$ cat src/rtl/crsf_pkg.sv
`default_nettype none

package crsf_pkg;

  localparam logic [7:0] SYNC_A    = 8'hC8;
  localparam logic [7:0] SYNC_B    = 8'hEE;
  localparam logic [7:0] KIND_RC   = 8'h16;
  localparam logic [7:0] CRC_POLY  = 8'hD5;
  localparam logic [7:0] MIN_LEN   = 8'd2;
  localparam logic [7:0] MAX_LEN   = 8'd62;
  localparam int         STORE_DEPTH = 22;
  localparam int         STORE_AW    = 5;
  localparam int         CHAN_COUNT  = 16;
  localparam int         CHAN_BITS   = 11;
  localparam logic [11:0] PULSE_BASE = 12'd880;

  typedef logic [CHAN_BITS-1:0] raw_t;
  typedef logic [11:0]          pulse_t;

  function automatic logic [7:0] crc8_step(input logic [7:0] crc, input logic [7:0] b);
    logic [7:0] v;
    v = crc ^ b;
    for (int k = 0; k < 8; k++) begin
      if (v[7]) begin
        v = {v[6:0], 1'b0} ^ CRC_POLY;
      end else begin
        v = {v[6:0], 1'b0};
      end
    end
    return v;
  endfunction

  function automatic pulse_t raw_to_pulse(input raw_t raw);
    logic [13:0] x5;
    x5 = {raw, 2'b00} + {3'b000, raw};
    return {1'b0, x5[13:3]} + PULSE_BASE;
  endfunction

endpackage

`default_nettype wire

$ cat src/rtl/crsf_rc_frame_parser.sv
// CRSF RC-channels frame parser. One received byte is taken per cycle on the
// rx channel; the parser hunts for a sync byte (0xC8 or 0xEE), takes a length
// of 2 to 62, runs a CRC-8 (poly 0xD5) over type and payload and checks the
// final byte against it. Payload bytes at frame positions 3 to 24 are kept in a
// 22-byte payload memory and persist between frames; short frames leave older
// bytes in place. When the CRC matches and the type is 0x16, the sixteen
// 11-bit channels are unpacked from that memory and sent on the ch channel as
// floor(raw*5/8)+880 microseconds, channel 0 first, last_of_frame on channel
// 15. Bytes are accepted every cycle except while a frame is being unpacked:
// the 22 bytes are read from the memory and streamed through a 24-bit
// accumulator, so rx_stall stays high after the final byte of a good RC frame
// until channel 15 enters the output register, which ch_stall can delay. Result
// words may sit in the output register while the next bytes are taken.
`default_nettype none

module crsf_rc_frame_parser (
  input  wire                  clk,
  input  wire                  rst,
  input  wire                  rx_valid,
  output logic                 rx_stall,
  input  wire  [7:0]           rx_byte,
  output logic                 ch_valid,
  input  wire                  ch_stall,
  output logic [3:0]           channel_number,
  output crsf_pkg::pulse_t     pulse_us,
  output logic                 last_of_frame
);

  import crsf_pkg::*;

  localparam logic [1:0] PH_HUNT    = 2'd0;
  localparam logic [1:0] PH_LEN     = 2'd1;
  localparam logic [1:0] PH_COLLECT = 2'd2;

  localparam logic [6:0] STORE_FIRST = 7'd3;
  localparam logic [6:0] STORE_END   = STORE_FIRST + 7'(STORE_DEPTH);
  localparam logic [4:0] ACC_BITS    = 5'd24;
  localparam logic [4:0] CB          = 5'(CHAN_BITS);

  logic [1:0] phase;
  logic [5:0] frame_length;
  logic [6:0] byte_position;
  logic [7:0] running_crc;
  logic [7:0] frame_kind;

  logic [7:0]             store_mem [STORE_DEPTH];
  logic [STORE_DEPTH-1:0] store_vld;
  logic [7:0]             mem_q;
  logic                   vld_q;

  logic        busy;
  logic [4:0]  rd_addr;
  logic        rd_pend;
  logic [23:0] acc;
  logic [4:0]  acc_cnt;
  logic [3:0]  chan;

  logic        rx_acc;
  logic        is_final;
  logic        frame_good;
  logic        wr_en;
  logic [6:0]  wr_off;
  logic [STORE_AW-1:0] wr_addr;
  logic        emit;
  logic [23:0] acc_sh;
  logic [4:0]  cnt_sh;
  logic [23:0] acc_next;
  logic [4:0]  acc_cnt_next;
  logic        issue;
  logic [7:0]  rd_byte;

  assign rx_stall   = busy;
  assign rx_acc     = rx_valid && !busy;
  assign is_final   = byte_position >= ({1'b0, frame_length} + 7'd1);
  assign frame_good = (rx_byte == running_crc) && (frame_kind == KIND_RC);
  assign wr_off     = byte_position - STORE_FIRST;
  assign wr_addr    = wr_off[STORE_AW-1:0];
  assign wr_en      = rx_acc && (phase == PH_COLLECT) &&
                      (byte_position >= STORE_FIRST) && (byte_position < STORE_END);

  always_ff @(posedge clk) begin
    if (rst) begin
      phase         <= PH_HUNT;
      frame_length  <= '0;
      byte_position <= '0;
      running_crc   <= '0;
      frame_kind    <= '0;
    end else if (rx_acc) begin
      case (phase)
        PH_LEN: begin
          if (rx_byte >= MIN_LEN && rx_byte <= MAX_LEN) begin
            frame_length  <= rx_byte[5:0];
            byte_position <= 7'd2;
            running_crc   <= '0;
            phase         <= PH_COLLECT;
          end else begin
            phase <= PH_HUNT;
          end
        end
        PH_COLLECT: begin
          if (byte_position == 7'd2) begin
            frame_kind <= rx_byte;
          end
          if (is_final) begin
            phase <= PH_HUNT;
          end else begin
            running_crc <= crc8_step(running_crc, rx_byte);
          end
          byte_position <= byte_position + 7'd1;
        end
        default: begin
          phase <= (rx_byte == SYNC_A || rx_byte == SYNC_B) ? PH_LEN : PH_HUNT;
        end
      endcase
    end
  end

  always_ff @(posedge clk) begin
    if (wr_en) begin
      store_mem[wr_addr] <= rx_byte;
    end
    if (issue) begin
      mem_q <= store_mem[rd_addr];
      vld_q <= store_vld[rd_addr];
    end
  end

  always_ff @(posedge clk) begin
    if (rst) begin
      store_vld <= '0;
    end else if (wr_en) begin
      store_vld[wr_addr] <= 1'b1;
    end
  end

  assign rd_byte = mem_q & {8{vld_q}};
  assign emit    = busy && (acc_cnt >= CB) && (!ch_valid || !ch_stall);
  assign acc_sh  = emit ? (acc >> CHAN_BITS) : acc;
  assign cnt_sh  = emit ? (acc_cnt - CB) : acc_cnt;

  always_comb begin
    acc_next     = acc_sh;
    acc_cnt_next = cnt_sh;
    if (rd_pend) begin
      acc_next     = acc_sh | ({16'd0, rd_byte} << cnt_sh);
      acc_cnt_next = cnt_sh + 5'd8;
    end
  end

  assign issue = busy && (rd_addr < 5'(STORE_DEPTH)) && (acc_cnt_next <= (ACC_BITS - 5'd8));

  // Unpack: stream bytes LSB first through the bit accumulator.
  always_ff @(posedge clk) begin
    if (rst) begin
      busy    <= 1'b0;
      rd_addr <= '0;
      rd_pend <= 1'b0;
      acc     <= '0;
      acc_cnt <= '0;
      chan    <= '0;
    end else if (!busy) begin
      rd_addr <= '0;
      rd_pend <= 1'b0;
      acc     <= '0;
      acc_cnt <= '0;
      chan    <= '0;
      if (rx_acc && phase == PH_COLLECT && is_final && frame_good) begin
        busy <= 1'b1;
      end
    end else begin
      acc     <= acc_next;
      acc_cnt <= acc_cnt_next;
      rd_pend <= issue;
      if (issue) begin
        rd_addr <= rd_addr + 5'd1;
      end
      if (emit) begin
        chan <= chan + 4'd1;
        if (chan == 4'(CHAN_COUNT - 1)) begin
          busy <= 1'b0;
        end
      end
    end
  end

  always_ff @(posedge clk) begin
    if (rst) begin
      ch_valid <= 1'b0;
    end else if (emit) begin
      ch_valid <= 1'b1;
    end else if (!ch_stall) begin
      ch_valid <= 1'b0;
    end
  end

  always_ff @(posedge clk) begin
    if (emit) begin
      channel_number <= chan;
      pulse_us       <= raw_to_pulse(acc[CHAN_BITS-1:0]);
      last_of_frame  <= (chan == 4'(CHAN_COUNT - 1));
    end
  end

`ifndef NO_ASSERTIONS
  a_no_write_busy: assert property (@(posedge clk) disable iff (rst)
    wr_en |-> !busy) else $error("payload write during unpack");

  a_acc_bound: assert property (@(posedge clk) disable iff (rst)
    acc_cnt <= ACC_BITS) else $error("bit accumulator overflow");

  a_frame_end: assert property (@(posedge clk) disable iff (rst)
    (emit && chan == 4'(CHAN_COUNT - 1)) |-> (rd_addr == 5'(STORE_DEPTH) && !rd_pend))
    else $error("unpack ended with bytes left");

  a_start_clean: assert property (@(posedge clk) disable iff (rst)
    $rose(busy) |-> (rd_addr == '0 && acc_cnt == '0 && chan == '0))
    else $error("unpack started from dirty state");
`endif

endmodule

`default_nettype wire

$ cat config.mk
export PLATFORM = sky130hd
export DESIGN_NAME = crsf_rc_frame_parser
export DESIGN_NICKNAME = d
export VERILOG_FILES = /design/src/rtl/crsf_pkg.sv /design/src/rtl/crsf_rc_frame_parser.sv
export SDC_FILE = /design/constraint.sdc
export NUM_CORES = 1
export LEC_CHECK = 0
export ABC_CLOCK_PERIOD_IN_PS = 7800
export BUFFER_PORTS_ARGS = -buffer_cell sky130_fd_sc_hd__buf_2
export CAP_MARGIN = 20
export CORE_MARGIN = 3
export CORE_UTILIZATION = 45
export DETAILED_ROUTE_END_ITERATION = 8
export GPL_ROUTABILITY_DRIVEN = 1
export SYNTH_ARGS = -nofsm -noshare
export SYNTH_HDL_FRONTEND = slang
export SYNTH_SLANG_ARGS = --single-unit
$ cat constraint.sdc
create_clock -name clk -period 7.8 [get_ports clk]
set_input_delay 1.17 -clock clk [delete_from_list [all_inputs] [get_ports clk]]
set_output_delay 1.17 -clock clk [all_outputs]
set_load 0.03 [all_outputs]
## Word-level counts from Yosys, hierarchy flattened

Memory sizes are Yosys's and may differ from the RTL's. A register that Yosys moved wholly into a read port is not among the register bits.
Index checks and enable logic that the tools add are counted.

| cells by class | value |
|---|---|
| shift operators | 1 |
| reductions and logical operators | 25 |
| eq/ne operators | 12 |
| muxes and demuxes | 61 |
| order comparisons | 11 |
| $add $sub $neg | 9 |
| bitwise operators | 13 |

Operators with widths:

| cell | count |
|---|---|
| two-way mux 8 bit | 38 |
| two-way mux 24 bit | 2 |
| inverter 5 bit | 8 |
| OR 24 bit | 1 |
| left shift 8 x 5 -> 24 bit | 1 |
| OR 22 bit | 1 |
| == test 8 bit (second input constant) | 2 |
| one-hot mux 8 bit (2 select lines) | 1 |
| adder 13 x 11 -> 14 bit | 1 |
| one-hot mux 7 bit (2 select lines) | 1 |
| logical AND 1 bit | 13 |
| adder 11 x 10 -> 12 bit (second input constant) | 1 |
| < comparator 5 x 6 -> 1 bit (second input constant) | 2 |
| two-way mux 1 bit | 11 |
| two-way mux 5 bit | 2 |
| AND reduction 3 bit | 3 |
| bitwise AND 8 bit | 1 |
| == test 8 x 5 -> 1 bit (second input constant) | 1 |
| == test 8 bit | 1 |
| greater-or-equal comparator 8 x 2 -> 1 bit (second input constant) | 1 |
| less-or-equal comparator 8 x 6 -> 1 bit (second input constant) | 1 |
| bitwise XOR 8 bit | 1 |
| adder 6 x 1 -> 7 bit (second input constant) | 1 |
| adder 7 x 1 -> 7 bit (second input constant) | 1 |
| other kinds (30) | 36 |

| storage, ports and cells | value |
|---|---|
| output and inout port bits | 19 |
| memories kept | 1 |
| flip-flop bits (word level) | 112 |
| bits in writable memories | 176 |
| logic and storage cells | 150 |

Memory list:

| memory | words | bits a word | rd ports | clocked after memory_dff | wr ports | line | RTL |
|---|---|---|---|---|---|---|---|
| store_mem | 22 | 8 | 1 | 1 | 1 | crsf_rc_frame_parser.sv:46 | `logic [7:0] store_mem [STORE_DEPTH];` |

## Logic depth before layout (Yosys ltp)

| depth | value |
|---|---|
| word-level depth | 47 |
| gate-level depth with buffers | 11 |
| gate-level depth less buffers | 10 |

## Worst setup path after synthesis

No wires, ideal clock.

| path | value |
|---|---|
| kind | input to register |
| start | in ch_stall |
| end | reg mem_q[0] (read register of store_mem) (enable) |
| path buffers | 0 |
| slack | 4.880 ns |
| arrival time | 2.545 ns |
| data required time | 7.424 ns |
| stages on the path | 5 |
| cells stage by stage | a21bo_1 o2111ai_1 o211ai_2 o22a_1 nor2_1 |

| on the way | value |
|---|---|
| word-level cells in the longest chain between the ends | 8 |

Ends and longest elaborated chain:

| what | line | RTL |
|---|---|---|
| start: declaration | crsf_rc_frame_parser.sv:23 | `input wire ch_stall,` |
| logical NOT 1 bit (*) | -- |  |
| logical OR 1 bit (*) | crsf_rc_frame_parser.sv:137 | `assign emit = busy && (acc_cnt >= CB) && (!ch_valid \|\| !ch_stall);` |
| logical AND 1 bit (*) | crsf_rc_frame_parser.sv:137 |  |
| two-way mux 5 bit (*) | crsf_rc_frame_parser.sv:139 | `assign cnt_sh = emit ? (acc_cnt - CB) : acc_cnt;` |
| adder 5 x 4 -> 5 bit | crsf_rc_frame_parser.sv:146 | `acc_cnt_next = cnt_sh + 5'd8;` |
| two-way mux 5 bit (*) | crsf_rc_frame_parser.sv:144 | `if (rd_pend) begin` |
| less-or-equal comparator 5 bit (*) | crsf_rc_frame_parser.sv:150 | `assign issue = busy && (rd_addr < 5'(STORE_DEPTH)) && (acc_cnt_next <= (ACC_BITS - 5'd8));` |
| logical AND 1 bit (*) | crsf_rc_frame_parser.sv:150 |  |
| net issue | crsf_rc_frame_parser.sv:69 | `logic issue;` |
| end: declaration | crsf_rc_frame_parser.sv:48 | `logic [7:0] mem_q;` |

The timed path passes the listed nets; every way through them passes the cells marked *.
A chain may end at the register's enable or synchronous reset.

## Worst setup path in the final report

| path | value |
|---|---|
| start | reg acc_cnt[1] |
| end | reg acc[10] |

| on the way | value |
|---|---|
| word-level cells in the longest chain between the ends | 7 |

Ends and longest elaborated chain:

| what | line | RTL |
|---|---|---|
| start: declaration | crsf_rc_frame_parser.sv:55 | `logic [4:0] acc_cnt;` |
| start signal: assignment | crsf_rc_frame_parser.sv:172 | `acc_cnt <= acc_cnt_next;` |
| greater-or-equal comparator 5 x 4 -> 1 bit | crsf_rc_frame_parser.sv:137 |  |
| logical AND 1 bit (2 in a row) | crsf_rc_frame_parser.sv:137 |  |
| two-way mux 5 bit | crsf_rc_frame_parser.sv:139 |  |
| left shift 8 x 5 -> 24 bit | crsf_rc_frame_parser.sv:145 | `acc_next = acc_sh \| ({16'd0, rd_byte} << cnt_sh);` |
| OR 24 bit | crsf_rc_frame_parser.sv:145 |  |
| two-way mux 24 bit (*) | crsf_rc_frame_parser.sv:144 |  |
| end signal: assignment | crsf_rc_frame_parser.sv:171 | `acc <= acc_next;` |
| end: declaration | crsf_rc_frame_parser.sv:54 | `logic [23:0] acc;` |

Mark *: on every way between the ends. The rest lies on a longest branch, timed or not.

==> results summary <==
The mean area per synthesized cell came out at 12.68 sq um. The final instance area came out at 15660 sq um. Yosys mapped the design onto 92 distinct sky130hd cell types. The final route contains 9072 vias. Post-CTS repair changed the size of 0 cells.

The number of placed cells counting well taps is 1484. The sort of element at the end of the critical path is a flip-flop. The final cell count without fillers is 1548. The startpoint identified for the worst register-to-register timing path is acc_cnt[1]. In this run the critical register-to-register path is captured at acc[10]. The post-place instance area is 14510 sq um.

The share of flip-flops with an asynchronous set or reset after synthesis came out at 0%. The root cell of the clock tree is sky130_fd_sc_hd__clkbuf_16. The hold-critical path depth is 1. The power density relative to cell area is 211.9 nW/um^2. The count of nets left with antenna violations once routing finished came out at 0.

The clock drives 296 sinks. The library cell with the largest summed area after synthesis is sky130_fd_sc_hd__edfxtp_1. In the post-synthesis netlist, the cell with the most instances is sky130_fd_sc_hd__edfxtp_1. The worst path needs 4169 ps of the cycle, external delays included.

The commonest cells after synthesis are sky130_fd_sc_hd__edfxtp_1, sky130_fd_sc_hd__nand2_1, sky130_fd_sc_hd__dfxtp_1. The final count of pins violating max slew is 0. The slowest stage of the critical path belongs to the cell sky130_fd_sc_hd__inv_2.

The number of hold violations in the final report is 0. The height of the chip came out at 183.2 um. The quantity of hold-fixing buffers added after cts came out at 0.

The leakage power came out at 5.044 nW. The worst vdd rail ir drop came out at 0.1721 mV. The die outline area came out at 33550 sq um. After floorplanning, the core was divided into 64 placement rows.

The die span in x is 183.2 um. For this run, the post-layout net count is 1166. Setup repair after global routing left no endpoint under its margin.

The number of buffers added for setup after CTS is 0. In this run the tightest slew margin relative to its limit is 25.72%. The post-route core utilization is 50.93%. The routability congestion estimate came out at 0.8486.

The tool flagged a number of max-cap violations equal to 0. For hold timing, the worst endpoint is store_vld[18]. The signed area change from the synthesized netlist to the final layout is 10.86%. The clock latency on the worst-skew pair came out at 530 ps. The detailed router's first-iteration violation count came out at 648. The required time reported for the critical path endpoint is 8250 ps. The estimated wirelength of the detail-placed design came out at 20610 um. The number of antenna violations at the first check in global routing came to 0. Derived from the worst setup path, the maximum achievable clock frequency is 239.9 MHz. The number of global-route vias before repair came out at 9068.

In this run, synthesis produced a sequential element count of 296. The net count after synthesis came out at 1155. The total DRC errors in the routed layout came out at 0. The type of the worst setup path is flip-flop to flip-flop. The number of cells produced by synthesis is 1114. In the post-synthesis netlist, the biggest area contributors are sky130_fd_sc_hd__edfxtp_1, sky130_fd_sc_hd__dfxtp_1, sky130_fd_sc_hd__mux4_2. The final setup violation count came out at 0. The I/O pin count came out at 31. The maximum fanout count along the critical path came out at 36. The critical path launch point is acc_cnt[1].

In the synthesized netlist the dominant register cell turns out to be sky130_fd_sc_hd__edfxtp_1. The ratio of routed vias to standard cells is 5.860. The number of cells traversed by the worst register-to-register path is 8. The total standard cell area after synthesis came out at 14130 sq um. For the pin with the worst max-slew slack, the measured transition is 1110 ps.

STA puts the critical path data arrival time at 4620 ps. The hold path startpoint is store_vld[18]. The path class of the tightest hold or removal check is flip-flop to flip-flop. The number of synthesized flops with an enable pin is 202.

The signal on the critical path passes through ha_1 -> a2111o_1 -> nand3_1 -> inv_2 -> a31oi_1 -> o22ai_1 -> o21ai_1 -> a41oi_1. The clock transition at the register clock pins on the worst setup and hold paths after CTS is 60 ps. No sink is reached through more buffers than the 3 on the longest clock path.

The wire length reported by the detailed router came out at 31890 um. The largest net degree at the start of global routing came out at 49. The first TritonRoute pass finished after 5 iterations.

The number of port buffers came out at 30. The launching element type of the critical path is a flip-flop. The number of H-tree levels came out at 2.

The sum of overflow across all layers after global routing came out at 0. The register-to-register path setup slack is 3630 ps. The routed length per placed instance is 20.60 um. The first global-routing pass estimated 51030 um of wire. Setup total negative slack on the finished layout was measured at 0 ps. Of the available clock period, the critical path in the final layout requires 53.45%. The portion of the post-synthesis area used by sequential elements came out at 56.26%.

In this run, CTS created clock tree buffers numbering 34. For this configuration, the core starts out at a cell density of 45.94%. The flow ran to the end, and the final reports show no timing, DRC or antenna violations. On the final layout, the worst clock skew is 26.29 ps. TritonCTS built the clock tree. The total routing usage reported by global routing came out at 19.23%.

The number of warnings reported in the yosys synthesis log is 0. The total core area is 30750 sq um. The share of cells above drive strength 1 is 15.73%. The top cell type's share of synthesized area is 42.94%.

The maximum single-stage delay on the critical path came out at 860 ps.
logic make-up after synthesis:
family          synth area share (%)
xor+xnor                       3.003
compound gates                 11.10
buf+inv                        2.905
mux                            11.64
flops                          56.26
simple gates                   12.47
fa+ha+maj                      2.622
state kept, by name (all words and copies together) (netlist names), 2 cells and up:
signal	flops
store_mem	176
acc	24
store_vld	22
pulse_us	12
frame_kind	8
mem_q	8
running_crc	8
byte_position	7
frame_length	6
acc_cnt	5
rd_addr	5
chan	4
channel_number	4
phase	2
per-stage QoR:
step	power [mW]	hold slack [ps]	setup WS [ps]
after floorplan	1.735	424.9	4880
after global placement	1.763	441.7	3388
after detailed placement	1.763	450.5	3307
after CTS	3.358	464.1	3676
after global routing	3.427	484.2	3296
final	3.319	462.2	3631
critical path: cells and delay by family, from the launching register on:
kind	cells	cell delay (ps)
buffers and inverters	1	860
adder cells (fa/ha/maj)	1	590
flip-flops	1	730
AO/OA/AOI/OAI	5	1180
AND/OR/NAND/NOR	1	720
how the worst max path moves through the flow:
| stage | endpoint | depth (start not counted) | slack, ps |
|---|---|---|---|
| detailed placement | acc[10] | 8 | 3310 |
| global route | acc[10] | 8 | 3300 |
| global placement | acc[10] | 8 | 3390 |
| finish | acc[10] | 8 | 3630 |
| CTS | acc[10] | 8 | 3680 |
| floorplan | mem_q[0] | 5 | 4880 |
per-layer routing:
metal	global-route usage [%]	part of all wire, %	vias to the layer above
li1	-	-	4300
met1	26.80	47	4540
met2	32.08	48	179
met3	2.697	3.6	53
met4	4.936	2.0	0
met5	0	0	-
final cells by class:
type                       count  area (sq um)
timing repair buffer          40         229.0
tap                          396         495.5
antenna                        1         2.502
fill                        2687         15090
inverter                      19         71.32
clock buffer                  52         969.7
sequential                   296          7953
clock inverter                10         171.4
multi-input combinational    734          5768
report_power, final:
part	total, mW	switching (mW)	internal (mW)	leakage [nW]
sequential	1.67	0.0000282	1.67	2.59
clock	1.59	0.644	0.944	0.547
combinational	0.0583	0.0422	0.0162	1.91
layout by cell type (no fill, tap or decap), drive strengths merged, types with 33 or more instances in the layout:
cell type and instances:
mux4 56, xnor2 33, o21ai 45, clkbuf 52
nand2 108, mux2i 36, dfxtp 94, buf 40
edfxtp 202, nor2 88
Note: power is estimated with default switching activity, not from simulation.
